--- src/rtl/prsa_pkg.sv ---
`default_nettype none

package prsa_pkg;

  localparam int PAGE_W    = 32;
  localparam int SLOT_W    = 12;
  localparam int SERIAL_W  = 32;
  localparam int OFFSET_W  = 16;
  localparam int SPP_W     = 13;
  localparam int TOTAL_W   = 17;
  localparam int COUNT_W   = 5;
  localparam int MAX_PAGES = 16;

  localparam logic [SPP_W-1:0] MAX_SLOTS = 13'd4096;
  localparam logic [SPP_W-1:0] SPP_RESET = 13'd64;

  typedef enum logic [1:0] {
    OP_APPEND  = 2'd0,
    OP_INSERT  = 2'd1,
    OP_ADVANCE = 2'd2,
    OP_SUCC    = 2'd3
  } op_t;

  typedef enum logic [1:0] {
    ST_OK        = 2'd0,
    ST_NOT_FOUND = 2'd1,
    ST_FULL      = 2'd2,
    ST_RANGE     = 2'd3
  } status_t;

  typedef struct packed {
    op_t                 opcode;
    logic [PAGE_W-1:0]   page;
    logic [PAGE_W-1:0]   anchor_page;
    logic [SLOT_W-1:0]   slot;
    logic [SERIAL_W-1:0] serial;
    logic [OFFSET_W-1:0] offset;
  } in_t;

  typedef struct packed {
    status_t             status;
    logic [PAGE_W-1:0]   result_page;
    logic [SLOT_W-1:0]   result_slot;
    logic [SERIAL_W-1:0] result_serial;
    logic [COUNT_W-1:0]  page_count;
  } out_t;

endpackage

`default_nettype wire

--- src/rtl/page_ring_slot_address_unit.sv ---
`default_nettype none

// Page ring slot address unit: keeps an ordered ring of up to MAX_PAGES page
// addresses in a one-port-read, one-port-write RAM and serves one operation per
// input beat (append, insert after anchor, advance a page/slot/serial position,
// successor page), returning one result beat carrying status and page count.
// Items are handled one at a time. Append writes the new page at the ring's end;
// successor runs a linear search over the ring, reading one RAM entry per
// cycle, then reads the following page; insert runs the search up to the
// anchor plus a one-entry-per-cycle shift of the later entries, so each
// entry is visited once; advance across pages runs the 17-step serial
// divider by slots_per_page alongside the search, then takes the hand-off
// of its result and the page lookup; advance within a page or out of range
// is answered from the range and page checks alone.
// A finished result sits in the output register while the next item is taken.
// slots_per_page may only be written while the unit is idle; 0 is stored as 1
// and values above 4096 as 4096.
module page_ring_slot_address_unit (
  input  wire logic                       clk,
  input  wire logic                       rst,
  input  wire logic                       cfg_write,
  input  wire logic [prsa_pkg::SPP_W-1:0] cfg_data,
  input  wire logic                       in_valid,
  output      logic                       in_stall,
  input  wire prsa_pkg::in_t              in_data,
  output      logic                       out_valid,
  input  wire logic                       out_stall,
  output      prsa_pkg::out_t             out_data
);

  localparam int AW   = (prsa_pkg::MAX_PAGES > 1) ? $clog2(prsa_pkg::MAX_PAGES) : 1;
  localparam int CW   = $clog2(prsa_pkg::MAX_PAGES + 1);
  localparam int PW   = CW + prsa_pkg::SPP_W;
  localparam int CMPW = (PW > prsa_pkg::OFFSET_W) ? PW : prsa_pkg::OFFSET_W;
  localparam logic [CW-1:0] MAX_LEN = CW'(prsa_pkg::MAX_PAGES);

  typedef enum logic [3:0] {
    S_IDLE, S_APPEND, S_ADV_CHK, S_SEARCH, S_AFTER,
    S_SHIFT, S_INS_WR, S_LK_RD, S_LK_DATA, S_DONE
  } state_t;

  state_t                       state;
  prsa_pkg::in_t                item;
  prsa_pkg::out_t               res;
  prsa_pkg::out_t               res_beat;
  logic                         out_load;
  logic [CW-1:0]                len;
  logic [prsa_pkg::SPP_W-1:0]   spp;
  logic [prsa_pkg::SPP_W-1:0]   spp_next;

  logic [CW-1:0]                s_rd;
  logic                         s_pend;
  logic [AW-1:0]                s_pidx;
  logic                         found;
  logic [AW-1:0]                f_idx;
  logic [CW-1:0]                sh;
  logic                         sh_pend;
  logic [AW-1:0]                sh_addr;
  logic [AW-1:0]                ni;
  logic                         div_ok;

  logic                         mem_we;
  logic [AW-1:0]                mem_waddr;
  logic [prsa_pkg::PAGE_W-1:0]  mem_wdata;
  logic [AW-1:0]                mem_raddr;
  logic [prsa_pkg::PAGE_W-1:0]  mem_rdata;

  logic                         div_start;
  logic                         div_done;
  logic [prsa_pkg::TOTAL_W-1:0] div_q;
  logic [prsa_pkg::SPP_W-1:0]   div_r;

  logic [prsa_pkg::PAGE_W-1:0]  key;
  logic                         match;
  logic                         full;
  logic [prsa_pkg::TOTAL_W-1:0] total;
  logic [CMPW-1:0]              prod;
  logic                         range_err;
  logic                         in_page;
  logic [CW-1:0]                tgt;
  logic [CW:0]                  succ_sum;
  logic [CW:0]                  adv_sum;
  logic [AW-1:0]                succ_ni;
  logic [AW-1:0]                adv_ni;

  always_comb begin
    key       = (item.opcode == prsa_pkg::OP_INSERT) ? item.anchor_page : item.page;
    match     = (mem_rdata == key);
    full      = (len == MAX_LEN);
    total     = prsa_pkg::TOTAL_W'(item.slot) + prsa_pkg::TOTAL_W'(item.offset);
    prod      = CMPW'(len) * CMPW'(spp);
    range_err = (CMPW'(item.offset) >= prod) || (prsa_pkg::SPP_W'(item.slot) >= spp);
    in_page   = (total < prsa_pkg::TOTAL_W'(spp));
    tgt       = CW'(f_idx) + CW'(1);
    succ_sum  = (CW+1)'(f_idx) + (CW+1)'(1);
    succ_ni   = (succ_sum == (CW+1)'(len)) ? '0 : AW'(succ_sum);
    // moves never exceeds the ring length once the range check has passed
    adv_sum   = (CW+1)'(f_idx) + (CW+1)'(div_q[CW-1:0]);
    adv_ni    = (adv_sum >= (CW+1)'(len)) ? AW'(adv_sum - (CW+1)'(len)) : AW'(adv_sum);
    div_start = (state == S_ADV_CHK) && !range_err && !in_page;
    out_load  = (state == S_DONE) && (!out_valid || !out_stall);

    res_beat            = res;
    res_beat.page_count = prsa_pkg::COUNT_W'(len);

    if (cfg_data == '0) begin
      spp_next = prsa_pkg::SPP_W'(1);
    end else if (cfg_data > prsa_pkg::MAX_SLOTS) begin
      spp_next = prsa_pkg::MAX_SLOTS;
    end else begin
      spp_next = cfg_data;
    end
  end

  always_comb begin
    mem_we    = 1'b0;
    mem_waddr = len[AW-1:0];
    mem_wdata = item.page;
    mem_raddr = s_rd[AW-1:0];
    unique case (state)
      S_APPEND: begin
        mem_we = !full;
      end
      S_SHIFT: begin
        mem_we    = sh_pend;
        mem_waddr = sh_addr;
        mem_wdata = mem_rdata;
        mem_raddr = AW'(sh - CW'(1));
      end
      S_INS_WR: begin
        mem_we    = 1'b1;
        mem_waddr = AW'(tgt);
      end
      S_LK_RD: begin
        mem_raddr = ni;
      end
      default: begin
      end
    endcase
  end

  assign in_stall = (state != S_IDLE);

  prsa_ring_mem #(
    .DEPTH (prsa_pkg::MAX_PAGES),
    .AW    (AW)
  ) u_mem (
    .clk   (clk),
    .we    (mem_we),
    .waddr (mem_waddr),
    .wdata (mem_wdata),
    .raddr (mem_raddr),
    .rdata (mem_rdata)
  );

  prsa_divider u_div (
    .clk       (clk),
    .rst       (rst),
    .start     (div_start),
    .dividend  (total),
    .divisor   (spp),
    .done      (div_done),
    .quotient  (div_q),
    .remainder (div_r)
  );

  always_ff @(posedge clk) begin
    if (rst) begin
      state     <= S_IDLE;
      len       <= '0;
      spp       <= prsa_pkg::SPP_RESET;
      out_valid <= 1'b0;
      s_pend    <= 1'b0;
      sh_pend   <= 1'b0;
      div_ok    <= 1'b0;
    end else begin
      if (cfg_write) begin
        spp <= spp_next;
      end
      // a new division discards any stale completion
      if (div_start) begin
        div_ok <= 1'b0;
      end else if (div_done) begin
        div_ok <= 1'b1;
      end
      if (out_load) begin
        out_valid <= 1'b1;
      end else if (out_valid && !out_stall) begin
        out_valid <= 1'b0;
      end

      unique case (state)
        S_IDLE: begin
          if (in_valid) begin
            item   <= in_data;
            res    <= '0;
            s_rd   <= '0;
            s_pend <= 1'b0;
            found  <= 1'b0;
            unique case (in_data.opcode)
              prsa_pkg::OP_APPEND:  state <= S_APPEND;
              prsa_pkg::OP_ADVANCE: state <= S_ADV_CHK;
              prsa_pkg::OP_INSERT,
              prsa_pkg::OP_SUCC:    state <= S_SEARCH;
              default:              state <= S_SEARCH;
            endcase
          end
        end

        S_APPEND: begin
          if (full) begin
            res.status <= prsa_pkg::ST_FULL;
          end else begin
            len <= len + CW'(1);
          end
          state <= S_DONE;
        end

        S_ADV_CHK: begin
          if (range_err) begin
            res.status <= prsa_pkg::ST_RANGE;
            state      <= S_DONE;
          end else if (in_page) begin
            res.result_page   <= item.page;
            res.result_slot   <= total[prsa_pkg::SLOT_W-1:0];
            res.result_serial <= item.serial + prsa_pkg::SERIAL_W'(item.offset);
            state             <= S_DONE;
          end else begin
            state <= S_SEARCH;
          end
        end

        // one read issued per cycle, compared the cycle after
        S_SEARCH: begin
          if (s_pend && match) begin
            found  <= 1'b1;
            f_idx  <= s_pidx;
            s_pend <= 1'b0;
            state  <= S_AFTER;
          end else if (s_rd >= len) begin
            s_pend <= 1'b0;
            state  <= S_AFTER;
          end else begin
            s_pend <= 1'b1;
            s_pidx <= s_rd[AW-1:0];
            s_rd   <= s_rd + CW'(1);
          end
        end

        S_AFTER: begin
          if (!found) begin
            res.status <= prsa_pkg::ST_NOT_FOUND;
            state      <= S_DONE;
          end else begin
            unique case (item.opcode)
              prsa_pkg::OP_INSERT: begin
                if (full) begin
                  res.status <= prsa_pkg::ST_FULL;
                  state      <= S_DONE;
                end else begin
                  sh      <= len;
                  sh_pend <= 1'b0;
                  state   <= S_SHIFT;
                end
              end
              prsa_pkg::OP_SUCC: begin
                ni    <= succ_ni;
                state <= S_LK_RD;
              end
              prsa_pkg::OP_ADVANCE: begin
                if (div_ok) begin
                  ni                <= adv_ni;
                  res.result_slot   <= div_r[prsa_pkg::SLOT_W-1:0];
                  res.result_serial <= item.serial + prsa_pkg::SERIAL_W'(item.offset);
                  state             <= S_LK_RD;
                end
              end
              default: state <= S_DONE;
            endcase
          end
        end

        // read entry sh-1 now, write it to sh on the next cycle
        S_SHIFT: begin
          if (sh > tgt) begin
            sh_pend <= 1'b1;
            sh_addr <= AW'(sh);
            sh      <= sh - CW'(1);
          end else begin
            sh_pend <= 1'b0;
            if (!sh_pend) begin
              state <= S_INS_WR;
            end
          end
        end

        S_INS_WR: begin
          len   <= len + CW'(1);
          state <= S_DONE;
        end

        S_LK_RD: begin
          state <= S_LK_DATA;
        end

        S_LK_DATA: begin
          res.result_page <= mem_rdata;
          state           <= S_DONE;
        end

        S_DONE: begin
          if (out_load) begin
            out_data <= res_beat;
            state    <= S_IDLE;
          end
        end

        default: state <= S_IDLE;
      endcase
    end
  end

  a_len_bound: assert property (@(posedge clk) disable iff (rst)
    len <= MAX_LEN)
    else $error("ring length above capacity");

  a_len_step: assert property (@(posedge clk) disable iff (rst)
    !rst |=> (((CW+1)'(len) == (CW+1)'($past(len)))
           || ((CW+1)'(len) == (CW+1)'($past(len)) + (CW+1)'(1))))
    else $error("ring length moved by more than one");

  a_full_status: assert property (@(posedge clk) disable iff (rst)
    (state == S_DONE && res.status == prsa_pkg::ST_FULL) |-> full)
    else $error("full status with room in the ring");

  a_moves_bound: assert property (@(posedge clk) disable iff (rst)
    (state == S_AFTER && item.opcode == prsa_pkg::OP_ADVANCE && found && div_ok)
      |-> (div_q <= prsa_pkg::TOTAL_W'(len)))
    else $error("page moves exceed ring length");

endmodule

`default_nettype wire

--- src/rtl/prsa_ring_mem.sv ---
`default_nettype none

module prsa_ring_mem #(
  parameter int DEPTH = 16,
  parameter int AW    = 4
) (
  input  wire logic                        clk,
  input  wire logic                        we,
  input  wire logic [AW-1:0]               waddr,
  input  wire logic [prsa_pkg::PAGE_W-1:0] wdata,
  input  wire logic [AW-1:0]               raddr,
  output      logic [prsa_pkg::PAGE_W-1:0] rdata
);

  logic [prsa_pkg::PAGE_W-1:0] mem [DEPTH];

  always_ff @(posedge clk) begin
    if (we) begin
      mem[waddr] <= wdata;
    end
    rdata <= mem[raddr];
  end

endmodule

`default_nettype wire

--- src/rtl/prsa_divider.sv ---
`default_nettype none

// Restoring divider, one quotient bit per cycle. A start restarts it.
module prsa_divider (
  input  wire logic                         clk,
  input  wire logic                         rst,
  input  wire logic                         start,
  input  wire logic [prsa_pkg::TOTAL_W-1:0] dividend,
  input  wire logic [prsa_pkg::SPP_W-1:0]   divisor,
  output      logic                         done,
  output      logic [prsa_pkg::TOTAL_W-1:0] quotient,
  output      logic [prsa_pkg::SPP_W-1:0]   remainder
);

  localparam int CNT_W = $clog2(prsa_pkg::TOTAL_W + 1);

  logic                         busy;
  logic [CNT_W-1:0]             cnt;
  logic [prsa_pkg::TOTAL_W-1:0] q;
  logic [prsa_pkg::SPP_W-1:0]   r;
  logic [prsa_pkg::SPP_W-1:0]   d;
  logic [prsa_pkg::SPP_W:0]     r_sh;
  logic [prsa_pkg::SPP_W+1:0]   diff;

  always_comb begin
    r_sh = {r, q[prsa_pkg::TOTAL_W-1]};
    diff = {1'b0, r_sh} - {2'b00, d};
  end

  always_ff @(posedge clk) begin
    if (rst) begin
      busy <= 1'b0;
      done <= 1'b0;
      cnt  <= '0;
    end else begin
      done <= 1'b0;
      if (start) begin
        busy <= 1'b1;
        cnt  <= '0;
        q    <= dividend;
        r    <= '0;
        d    <= divisor;
      end else if (busy) begin
        if (diff[prsa_pkg::SPP_W+1]) begin
          r <= r_sh[prsa_pkg::SPP_W-1:0];
          q <= {q[prsa_pkg::TOTAL_W-2:0], 1'b0};
        end else begin
          r <= diff[prsa_pkg::SPP_W-1:0];
          q <= {q[prsa_pkg::TOTAL_W-2:0], 1'b1};
        end
        cnt <= cnt + CNT_W'(1);
        if (cnt == CNT_W'(prsa_pkg::TOTAL_W - 1)) begin
          busy <= 1'b0;
          done <= 1'b1;
        end
      end
    end
  end

  assign quotient  = q;
  assign remainder = r;

endmodule

`default_nettype wire

--- config.mk ---
export PLATFORM = sky130hd
export DESIGN_NAME = page_ring_slot_address_unit
export DESIGN_NICKNAME = d
export VERILOG_FILES = /design/src/rtl/prsa_pkg.sv /design/src/rtl/page_ring_slot_address_unit.sv /design/src/rtl/prsa_ring_mem.sv /design/src/rtl/prsa_divider.sv
export SDC_FILE = /design/constraint.sdc
export NUM_CORES = 1
export LEC_CHECK = 0
export ABC_AREA = 1
export BUFFER_PORTS_ARGS = -buffer_cell sky130_fd_sc_hd__buf_2
export CORE_ASPECT_RATIO = 0.75
export CORE_UTILIZATION = 25
export DETAILED_ROUTE_END_ITERATION = 8
export GPL_ROUTABILITY_DRIVEN = 0
export PLACE_DENSITY = 0.5
export SYNTH_ARGS = -nofsm -noshare
export SYNTH_HDL_FRONTEND = slang
export SYNTH_SLANG_ARGS = --single-unit
--- constraint.sdc ---
create_clock -name clk -period 10.35 [get_ports clk]
set_input_delay 2.07 -clock clk [delete_from_list [all_inputs] [get_ports clk]]
set_output_delay 2.07 -clock clk [all_outputs]
set_load 0.02 [all_outputs]
==> Yosys cells after proc, flatten, opt, wreduce, memory -nomap -nowiden <==
Memories as Yosys holds them, arrays and structs flattened. A register that Yosys moved wholly into a read port is not among the register bits.
Cells that the tools add are included.
{ "word_totals": {"in_bits": 144, "out_inout_bits": 85, "register_bits": 390, "mem_count": 1, "ram_bits": 512} }
{ "classes": {"add_sub_neg": 11, "bitwise": 4, "mul": 1, "n_mux": 73, "order_cmp": 7, "n_eq_ne": 40, "n_reduce_logical": 47} }
{ "memory_table": {"columns": ["memory", "words", "width", "read_ports", "rd_ports_with_merged_regs", "write_ports", "line_no", "source"], "rows": [
  ["u_mem.mem", 16, 32, 1, 1, 1, "prsa_ring_mem.sv:15", "logic [prsa_pkg::PAGE_W-1:0] mem [DEPTH];"]
]} }
{ "ops": {"columns": ["op", "count"], "rows": [
  ["76-bit 2-to-1 mux", 2],
  ["44-bit 2-to-1 mux", 3],
  ["44-bit case mux with 3 select lines", 1],
  ["32-bit case mux with 3 select lines", 1],
  ["83-bit 2-to-1 mux", 1],
  ["32-bit 2-to-1 mux", 2],
  ["4-bit 2-to-1 mux", 14],
  ["13-bit 2-to-1 mux", 4],
  ["5-bit 2-to-1 mux", 8],
  ["17-bit 2-to-1 mux", 2],
  ["2-bit inequality test, second input constant", 17],
  ["32-bit by 16-bit adder with 32-bit output", 1],
  ["32-bit equality test", 1],
  ["4-bit case mux with 8 select lines", 1],
  ["5-bit case mux with 2 select lines", 3],
  ["4-bit case mux with 2 select lines", 3],
  ["4-bit case mux with 3 select lines", 2],
  ["5-bit AND reduction", 4],
  ["16-bit by 18-bit greater-or-equal comparator with 1-bit output", 1],
  ["5-bit by 13-bit multiplier with 18-bit output", 1],
  ["12-bit by 16-bit adder with 17-bit output", 1],
  ["17-bit by 13-bit less-than comparator with 1-bit output", 1],
  ["1-bit 2-to-1 mux", 17],
  ["4-bit by 3-bit equality test with 1-bit output, second input constant", 4],
  ["42 further kinds", 88]
]} }

==> Depth between registers and ports, before layout <==
Gate-level depths: netlist of the first run.
{ "logic_depth": {"depth_word": 8, "mapped_depth": 30} }

==> Cells and area by module <==
From an unflattened synthesis of the first run, not the netlist that was laid out.
{ "unflattened": {"cells_unflattened": 4502, "hier_area_um2": 44774.2} }
{ "by_module_without_submodules": {"columns": ["mod", "seq_area_each_um2", "n_inst", "area_each_um2", "cells_each"], "rows": [
  ["prsa_ring_mem", 16015.4, 1, 22745.6, 2122],
  ["page_ring_slot_address_unit", 9949.5, 1, 19113.3, 2030],
  ["prsa_divider", 1431.4, 1, 2915.3, 350]
]} }

==> Worst setup path after synthesis of the first run <==
Ideal clock, no wire load.
{ "synth_timing": {"path_type": "input-to-reg", "startpoint": "in rst", "endpoint": "reg out_data[0] (netlist name) (enable)", "t_required_ns": 9.724, "arrival_ns": 7.933, "path_buffers": 1, "slack_ns": 1.791, "cell_stages": 2, "setup_time_ns": 0.626, "cell_sequence": "clkbuf_1 nor3_1"} }
{ "synth_via": {"elab_chain_cells": 2} }
{ "synth_lines": {"columns": ["element", "line_no", "source"], "rows": [
  ["from (decl)", "page_ring_slot_address_unit.sv:20", "input wire logic rst,"],
  ["1-bit inverter (no source line)", null, null],
  ["3-bit AND reduction (no source line)", null, null],
  ["to (signal assigned)", "page_ring_slot_address_unit.sv:313", "out_data <= res_beat;"],
  ["to (decl)", "page_ring_slot_address_unit.sv:28", "output prsa_pkg::out_t out_data"]
]} }
Every way passes these cells.
A chain may end at the register's enable or synchronous reset.

==> Worst setup path in the final report of the first run <==
{ "layout_timing": {"startpoint": "reg len[3]", "endpoint": "reg u_div.d[2] (netlist name) (enable)"} }
{ "layout_via": {"elab_chain_cells": 7} }
{ "layout_lines": {"columns": ["element", "line_no", "source"], "rows": [
  ["from (decl)", "page_ring_slot_address_unit.sv:47", "logic [CW-1:0] len;"],
  ["from (signal assigned)", "page_ring_slot_address_unit.sv:214", "len <= len + CW'(1);"],
  ["from (signal assigned)", "page_ring_slot_address_unit.sv:298", "len <= len + CW'(1);"],
  ["5-bit by 13-bit multiplier with 18-bit output", "page_ring_slot_address_unit.sv:91", "prod = CMPW'(len) * CMPW'(spp);"],
  ["16-bit by 18-bit greater-or-equal comparator with 1-bit output", "page_ring_slot_address_unit.sv:92", "range_err = (CMPW'(item.offset) >= prod) || (prsa_pkg::SPP_W'(item.slot) >= spp);"],
  ["1-bit logical OR", "page_ring_slot_address_unit.sv:92", null],
  ["1-bit zero test", "page_ring_slot_address_unit.sv:100", "div_start = (state == S_ADV_CHK) && !range_err && !in_page;"],
  ["1-bit logical AND (2 in a row)", "page_ring_slot_address_unit.sv:100", null],
  ["2-bit AND reduction (no source line)", null, null],
  ["to (signal assigned)", "prsa_divider.sv:42", "d <= divisor;"],
  ["to (decl)", "prsa_divider.sv:21", "logic [prsa_pkg::SPP_W-1:0] d;"]
]} }
Every way passes these cells.

==> results.sh, run 1 <==
export IMPL_cp_data_arrival_time_ns=7.12
export IMPL_p_leak_nw=19.8
export IMPL_antenna_cells=0
export IMPL_grtUsageTotal_pct=15.0
export IMPL_numCtsBuffers=99
export IMPL_slew_viol_final=0
export IMPL_ys_seq_area_share_pct=63.4
export IMPL_cp_slowest_stage_delay_ns=0.86
export IMPL_netlist_instances=3972
export IMPL_power_density_nw_per_um2=227
export IMPL_clock_sinks=934
export IMPL_met2WireLength_mm=56.7
export IMPL_area_growth_pct=16.8
export IMPL_num_rows=131
export IMPL_firstDrtPassIters=7
export IMPL_avgSynthCellArea_um2=10.9
export IMPL_path_clk_slew_ns=0.06
export IMPL_r2r_slack_ns=3.57
export IMPL_hold_depth=0
export IMPL_holdPathEnd="out_data[36]$_DFFE_PP_"
export IMPL_worstSetupStartpointType="flop"
export IMPL_start_util_pct=25.3
export IMPL_synthArstFlopShare_pct=0
export IMPL_final_layout_size_suffix_gt1_share_pct=11.3
export IMPL_endpoint_kind="flop"
export IMPL_finalSetupViolations=0
export IMPL_crit_type="reg2reg"
export IMPL_grt_first_pass_wirelength_mm=191
export IMPL_synth_most_common_cell="nand2_1"
export IMPL_grt_pass1_vias=27500
export IMPL_reg2reg_depth=25
export IMPL_ir_worst_vdd_uv=155
export IMPL_rsz0062_at_grt="no"
export IMPL_wire_per_inst_um=20.3
export IMPL_synth_area_leaders="edfxtp_1 60%, nand2_1 7.7%, inv_1 5.3%, o211ai_1 4.7%, ha_1 3.9%"
export IMPL_die_area_um2=174000
export IMPL_cts_buffer_depth=3
export IMPL_antenna_found_initial=2
export IMPL_synthDistinctLibCells=52
export IMPL_fin_crit_sh_pct=65.5
export IMPL_p_total_mw=11.4
export IMPL_dp_cells=6369
export IMPL_hold_buffers=0
export IMPL_drt_met1_wl_mm=64.2
export IMPL_synth_seq_cells=934
export IMPL_core_area_um2=171000
export IMPL_route_met3_wl_mm=9.47
export IMPL_synth_area_um2=43200
export IMPL_cp_required_ns=10.70
export IMPL_grt_max_degree=220
export IMPL_worstSkewPairLatency_ns=0.74
export IMPL_yosys_warnings=0
export IMPL_relSlewSlack_pct=17.8
export IMPL_grt_ovfl_total=0
export IMPL_cpMaxStageDelayCell="nor2_1"
export IMPL_die_y_um=362
export IMPL_synth_top_area_cell="edfxtp_1"
export IMPL_rr_endpoint="u_div.d[2]$_DFFE_PP_"
export IMPL_synth_edf_count=869
export IMPL_timing_final_hold_violations=0
export IMPL_routed_wirelength_mm=133
export IMPL_max_freq_ghz=0.148
export IMPL_layout_nets=4524
export IMPL_io_pins=229
export IMPL_vias_per_cell=4.57
export IMPL_cts_resized=0
export IMPL_fin_setup_tns_ns=0
export IMPL_path_max_fanout=31
export IMPL_critPathMostFrequentCell="nand2_1"
export IMPL_top_layer="met4"
export IMPL_min_period_ns=6.78
export IMPL_r2r_start="len[3]$_SDFFE_PP0P_"
export IMPL_drcViolationCount=0
export IMPL_synth_top_area_share_pct=60.4
export IMPL_via_count=30000
export IMPL_ant_nets=0
export IMPL_yosys_top_cells_count="884 x nand2_1, 869 x edfxtp_1, 605 x inv_1"
export IMPL_worstMarginPinSlew_ns=1.23
export IMPL_max_cap_viol_count=0
export IMPL_nFillCells=17500
export IMPL_status="completed"
export IMPL_cts_setup_buffers=0
export IMPL_synthFlopType="edfxtp_1"
export IMPL_cts_tree="yes"
export IMPL_stdcell_count=6553
export IMPL_finalClockSkew_ns=0.0610
export IMPL_drt_iter0_markers=3001
export IMPL_cts_root_buffer="clkbuf_16"
export IMPL_die_x_um=482
export IMPL_fin_util_pct=29.5
export IMPL_min_from="res[36]$_DFFE_PP_"
export IMPL_worst_hold_slack_ns=0.408
export IMPL_hpwl_mm=86.1
export IMPL_io_buffers=228
export IMPL_hold_class="reg2reg"
export IMPL_syn_nets=4287
export IMPL_h_tree_depth=3
[stage by stage]
step / worst slack (ns) / cell area (um^2)
detailed placement: 3.60 / 47100
CTS: 3.57 / 50400
floorplan: 1.79 / 43200
global placement: 3.65 / 47100
finish: 3.57 / 50400
global route: 2.92 / 50400
[layer usage]
layer / vias to the layer above / global-route usage (%)
met5: - / 0
li1: 14200 / -
met2: 1010 / 21.7
met3: 136 / 2.90
met4: 0 / 3.50
met1: 14700 / 22.6
[cell families after synthesis]
kind of cell    Yosys count  synth area share (%)
simple gates           1317                  12.4
flops                   934                  63.4
buf+inv                 772                  7.05
compound gates          719                  10.3
fa+ha+maj               171                  5.62
xor+xnor                 59                  1.20
[cells in the final DEF, fill, tap and decap left out, types with 5 or more instances in the layout]
cell type,instances
nand2_1,883
inv_6,5
bufinv_16,8
edfxtp_1,869
clkbuf_8,9
buf_4,64
nor3_1,26
nor4_1,9
o211ai_1,270
ha_1,133
clkbuf_16,99
fa_1,38
o22ai_1,27
a31oi_1,11
o21ai_1,67
clkinv_1,10
inv_1,603
nand4_1,29
nand3_1,184
xnor2_1,30
dfxtp_1,65
o21ai_0,180
a22o_1,5
xor2_1,29
nor2_1,149
clkinv_2,11
nor2_4,21
inv_2,7
clkbuf_1,31
a21oi_1,133
buf_2,228
[how the worst max path moves through the flow]
stage,start,endpoint,slack [ns],depth (start not counted)
floorplan,rst,out_data[0]$_DFFE_PP_,1.79,2
CTS,len[2]$_SDFFE_PP0P_,u_div.d[0]$_DFFE_PP_,3.57,25
finish,len[3]$_SDFFE_PP0P_,u_div.d[2]$_DFFE_PP_,3.57,25
global route,len[2]$_SDFFE_PP0P_,u_div.d[3]$_DFFE_PP_,2.92,25
global placement,len[3]$_SDFFE_PP0P_,u_div.d[0]$_DFFE_PP_,3.65,25
detailed placement,len[3]$_SDFFE_PP0P_,u_div.d[1]$_DFFE_PP_,3.60,25
[flip-flops by register name (all words and copies together), names as in the netlist, 4 cells and up]
signal,flops
s_rd,5
res,78
u_div.remainder,13
spp,13
u_mem.mem,512
f_idx,4
s_pidx,4
len,5
item,126
u_div.cnt,5
u_mem.rdata,32
sh,5
out_data,83
u_div.d,13
u_div.quotient,17
sh_addr,4
state,4
ni,4
[power by group]
| group | switching [mW] | internal [mW] | total, mW | leakage [nW] |
|---|---|---|---|---|
| clock network | 1.61 | 2.06 | 3.68 | 1.61 |
| logic | 2.02 | 0.753 | 2.78 | 9.77 |
| registers | 0.255 | 4.72 | 4.98 | 8.45 |
[critical path: cells and delay by family (launching register included)]
kind	cells	cell delay, ns
adders and majority gates	5	2.15
and+or+nand+nor	10	1.93
DFF	1	0.77
AOI/OAI and AO/OA	4	0.70
buffers and inverters	5	0.63
xor gates and xnor gates	1	0.20
[area by class of cell]
type / count / area (um^2) / area share (%)
flip-flops and latches: 934 / 27400 / 54.3
multi-input cells: 2266 / 12900 / 25.6
well taps: 2261 / 2830 / 5.61
clock buffers: 139 / 2720 / 5.39
inverters: 615 / 2320 / 4.59
repair buffers: 293 / 1640 / 3.25
clock inverters: 45 / 611 / 1.21
No activity file was read; power rests on OpenSTA's default activity.
==> run 2: changes to the inputs <==
--- a/config.mk
+++ b/config.mk
@@ -11,7 +11,7 @@
 export CORE_UTILIZATION = 25
 export DETAILED_ROUTE_END_ITERATION = 8
 export GPL_ROUTABILITY_DRIVEN = 0
-export PLACE_DENSITY = 0.5
+export PLACE_DENSITY = 0.52
 export SYNTH_ARGS = -nofsm -noshare
 export SYNTH_HDL_FRONTEND = slang
 export SYNTH_SLANG_ARGS = --single-unit
==> constraint.sdc (replaced) <==
create_clock -name clk -period 6.15 [get_ports clk]
set_input_delay 1.23 -clock clk [delete_from_list [all_inputs] [get_ports clk]]
set_output_delay 1.23 -clock clk [all_outputs]
set_load 0.02 [all_outputs]
==> run 2 against run 1 <==
Against the previous run: final cell count is 0.21% higher; critical path depth is 2 higher; hold slack worse by 0.010 ns; utilization is 0.13 points higher; via count is 0.14% lower; count of clock-buffer cells in the layout is 9 lower; global-route usage is 0.19 points higher; fmax is 20% higher; power is 70% higher; critical endpoint is now res[23]$_DFFE_PP_; largest cell class unchanged.
==> results.sh, run 2 (same netlist as run 1, synthesis figures left out) <==
export IMPL_worstSetupStartpointType="flop"
export IMPL_io_buffers=228
export IMPL_drt_iter0_markers=3522
export IMPL_cp_required_ns=6.55
export IMPL_cp_data_arrival_time_ns=6.05
export IMPL_largest_reg_flops=512
export IMPL_cts_tree="yes"
export IMPL_h_tree_depth=3
export IMPL_grt_first_pass_wirelength_mm=193
export IMPL_antenna_found_initial=9
export IMPL_regArea_um2=27400
export IMPL_final_cell_mix="883 x nand2_1, 869 x edfxtp_1, 603 x inv_1, 270 x o211ai_1, 228 x buf_2"
export IMPL_relSlewSlack_pct=4.45
export IMPL_worstSkewPairLatency_ns=0.74
export IMPL_grt_ovfl_total=0
export IMPL_min_period_ns=5.66
export IMPL_cts_setup_buffers=0
export IMPL_die_y_um=362
export IMPL_firstDrtPassIters=6
export IMPL_finalClockSkew_ns=0.0551
export IMPL_crit_type="reg2reg"
export IMPL_hold_class="reg2reg"
export IMPL_timing_final_hold_violations=0
export IMPL_die_x_um=482
export IMPL_endpoint_kind="flop"
export IMPL_num_rows=131
export IMPL_finalSetupViolations=0
export IMPL_core_area_um2=171000
export IMPL_drcViolationCount=0
export IMPL_vias_per_cell=4.56
export IMPL_start_util_pct=25.3
export IMPL_final_layout_size_suffix_gt1_share_pct=11.7
export IMPL_reg2reg_depth=27
export IMPL_via_count=29900
export IMPL_io_pins=229
export IMPL_multi_input_area_um2=12900
export IMPL_stdcell_count=6567
export IMPL_worstMarginPinSlew_ns=1.43
export IMPL_grt_max_degree=261
export IMPL_placed_cell_area_um2=47300
export IMPL_fin_setup_tns_ns=0
export IMPL_grtUsageTotal_pct=15.2
export IMPL_hold_depth=0
export IMPL_slew_viol_final=0
export IMPL_r2r_slack_ns=0.49
export IMPL_path_max_fanout=44
export IMPL_ir_worst_vdd_uv=349
export IMPL_hpwl_mm=89.6
export IMPL_cts_resized=0
export IMPL_power_density_nw_per_um2=383
export IMPL_max_cap_viol_count=0
export IMPL_layout_nets=4534
export IMPL_die_area_um2=174000
export IMPL_area_growth_pct=17.3
export IMPL_p_total_mw=19.4
export IMPL_nFillCells=17500
export IMPL_final_common_cell="nand2_1"
export IMPL_fin_crit_sh_pct=92.0
export IMPL_worst_slack_ns=0.493
export IMPL_grt_pass1_vias=28100
export IMPL_ant_nets=0
export IMPL_top_regs="u_mem.mem: 512 flops, item: 126 flops, out_data: 83 flops"
export IMPL_dp_cells=6379
export IMPL_cts_root_buffer="clkbuf_16"
export IMPL_pre_cts_ws_ns=0.507
export IMPL_top_register="u_mem.mem"
export IMPL_path_clk_slew_ns=0.07
export IMPL_wire_per_inst_um=20.5
export IMPL_p_leak_nw=20.0
export IMPL_rsz0062_at_grt="no"
export IMPL_final_area_um2=50700
export IMPL_routed_wirelength_mm=134
export IMPL_numCtsBuffers=99
export IMPL_clock_sinks=934
export IMPL_hold_buffers=0
export IMPL_cts_buffer_depth=3
export IMPL_max_freq_ghz=0.177
export IMPL_status="completed"
[run 2: power breakdown]
| part | total (mW) | internal, mW | switching, mW |
|---|---|---|---|
| clock | 6.32 | 3.68 | 2.64 |
| sequential | 8.39 | 7.94 | 0.448 |
| combinational | 4.67 | 1.31 | 3.36 |
[run 2: area by class of cell]
type / instances / area share, %
sequential: 934 / 54.1
multi-input combinational: 2266 / 25.5
tap: 2261 / 5.58
clock buffer: 130 / 5.34
inverter: 615 / 4.57
timing repair buffer: 303 / 3.51
clock inverter: 56 / 1.37
antenna: 2 / 0.00988
[run 2: path summary, 6_finish.rpt]
kind / start / endpoint
setup reg to reg: spp[3]$_SDFFE_PP0P_ / res[23]$_DFFE_PP_
setup / recovery: spp[3]$_SDFFE_PP0P_ / res[23]$_DFFE_PP_
hold reg to reg: res[66]$_DFFE_PP_ / out_data[66]$_DFFE_PP_
hold / removal: res[66]$_DFFE_PP_ / out_data[66]$_DFFE_PP_
[run 2: metrics by stage]
stage / utilization [%] / hold WS (ns)
finish: 29.7 / 0.398
detailed placement: 27.7 / 0.405
CTS: 29.7 / 0.396
floorplan: - / 0.400
global placement: 27.7 / 0.401
global route: 29.7 / 0.406
[run 2: worst max-delay path: stages, from the launching register on]
cell and delay (ns):
dfxtp_1 0.51, nand2_1 0.08, inv_1 0.09, fa_1 0.44, fa_1 0.55, inv_1 0.06
fa_1 0.53, inv_1 0.04, ha_1 0.35, nand2_1 0.09, nand2_1 0.06, a21oi_1 0.19
nand2_1 0.13, a31oi_1 0.19, xor2_1 0.22, ha_1 0.28, a21oi_1 0.16, nor2_1 0.06
a211oi_1 0.17, nand2_1 0.08, nand2_1 0.05, nand2_1 0.05, nand2_1 0.10, nand2_1 0.07
o21ai_0 0.16, nand2_1 0.16, nor2_4 0.15, buf_12 0.25
[run 2: per-layer routing]
metal | part of all wire [%] | track usage (%) | routed length, um
met1 | 47 | 22.5 | 63100
met2 | 41 | 21.4 | 55700
met3 | 8.2 | 3.39 | 11000
met4 | 3.4 | 5.11 | 4540
met5 | 0.0089 | 0 | 12
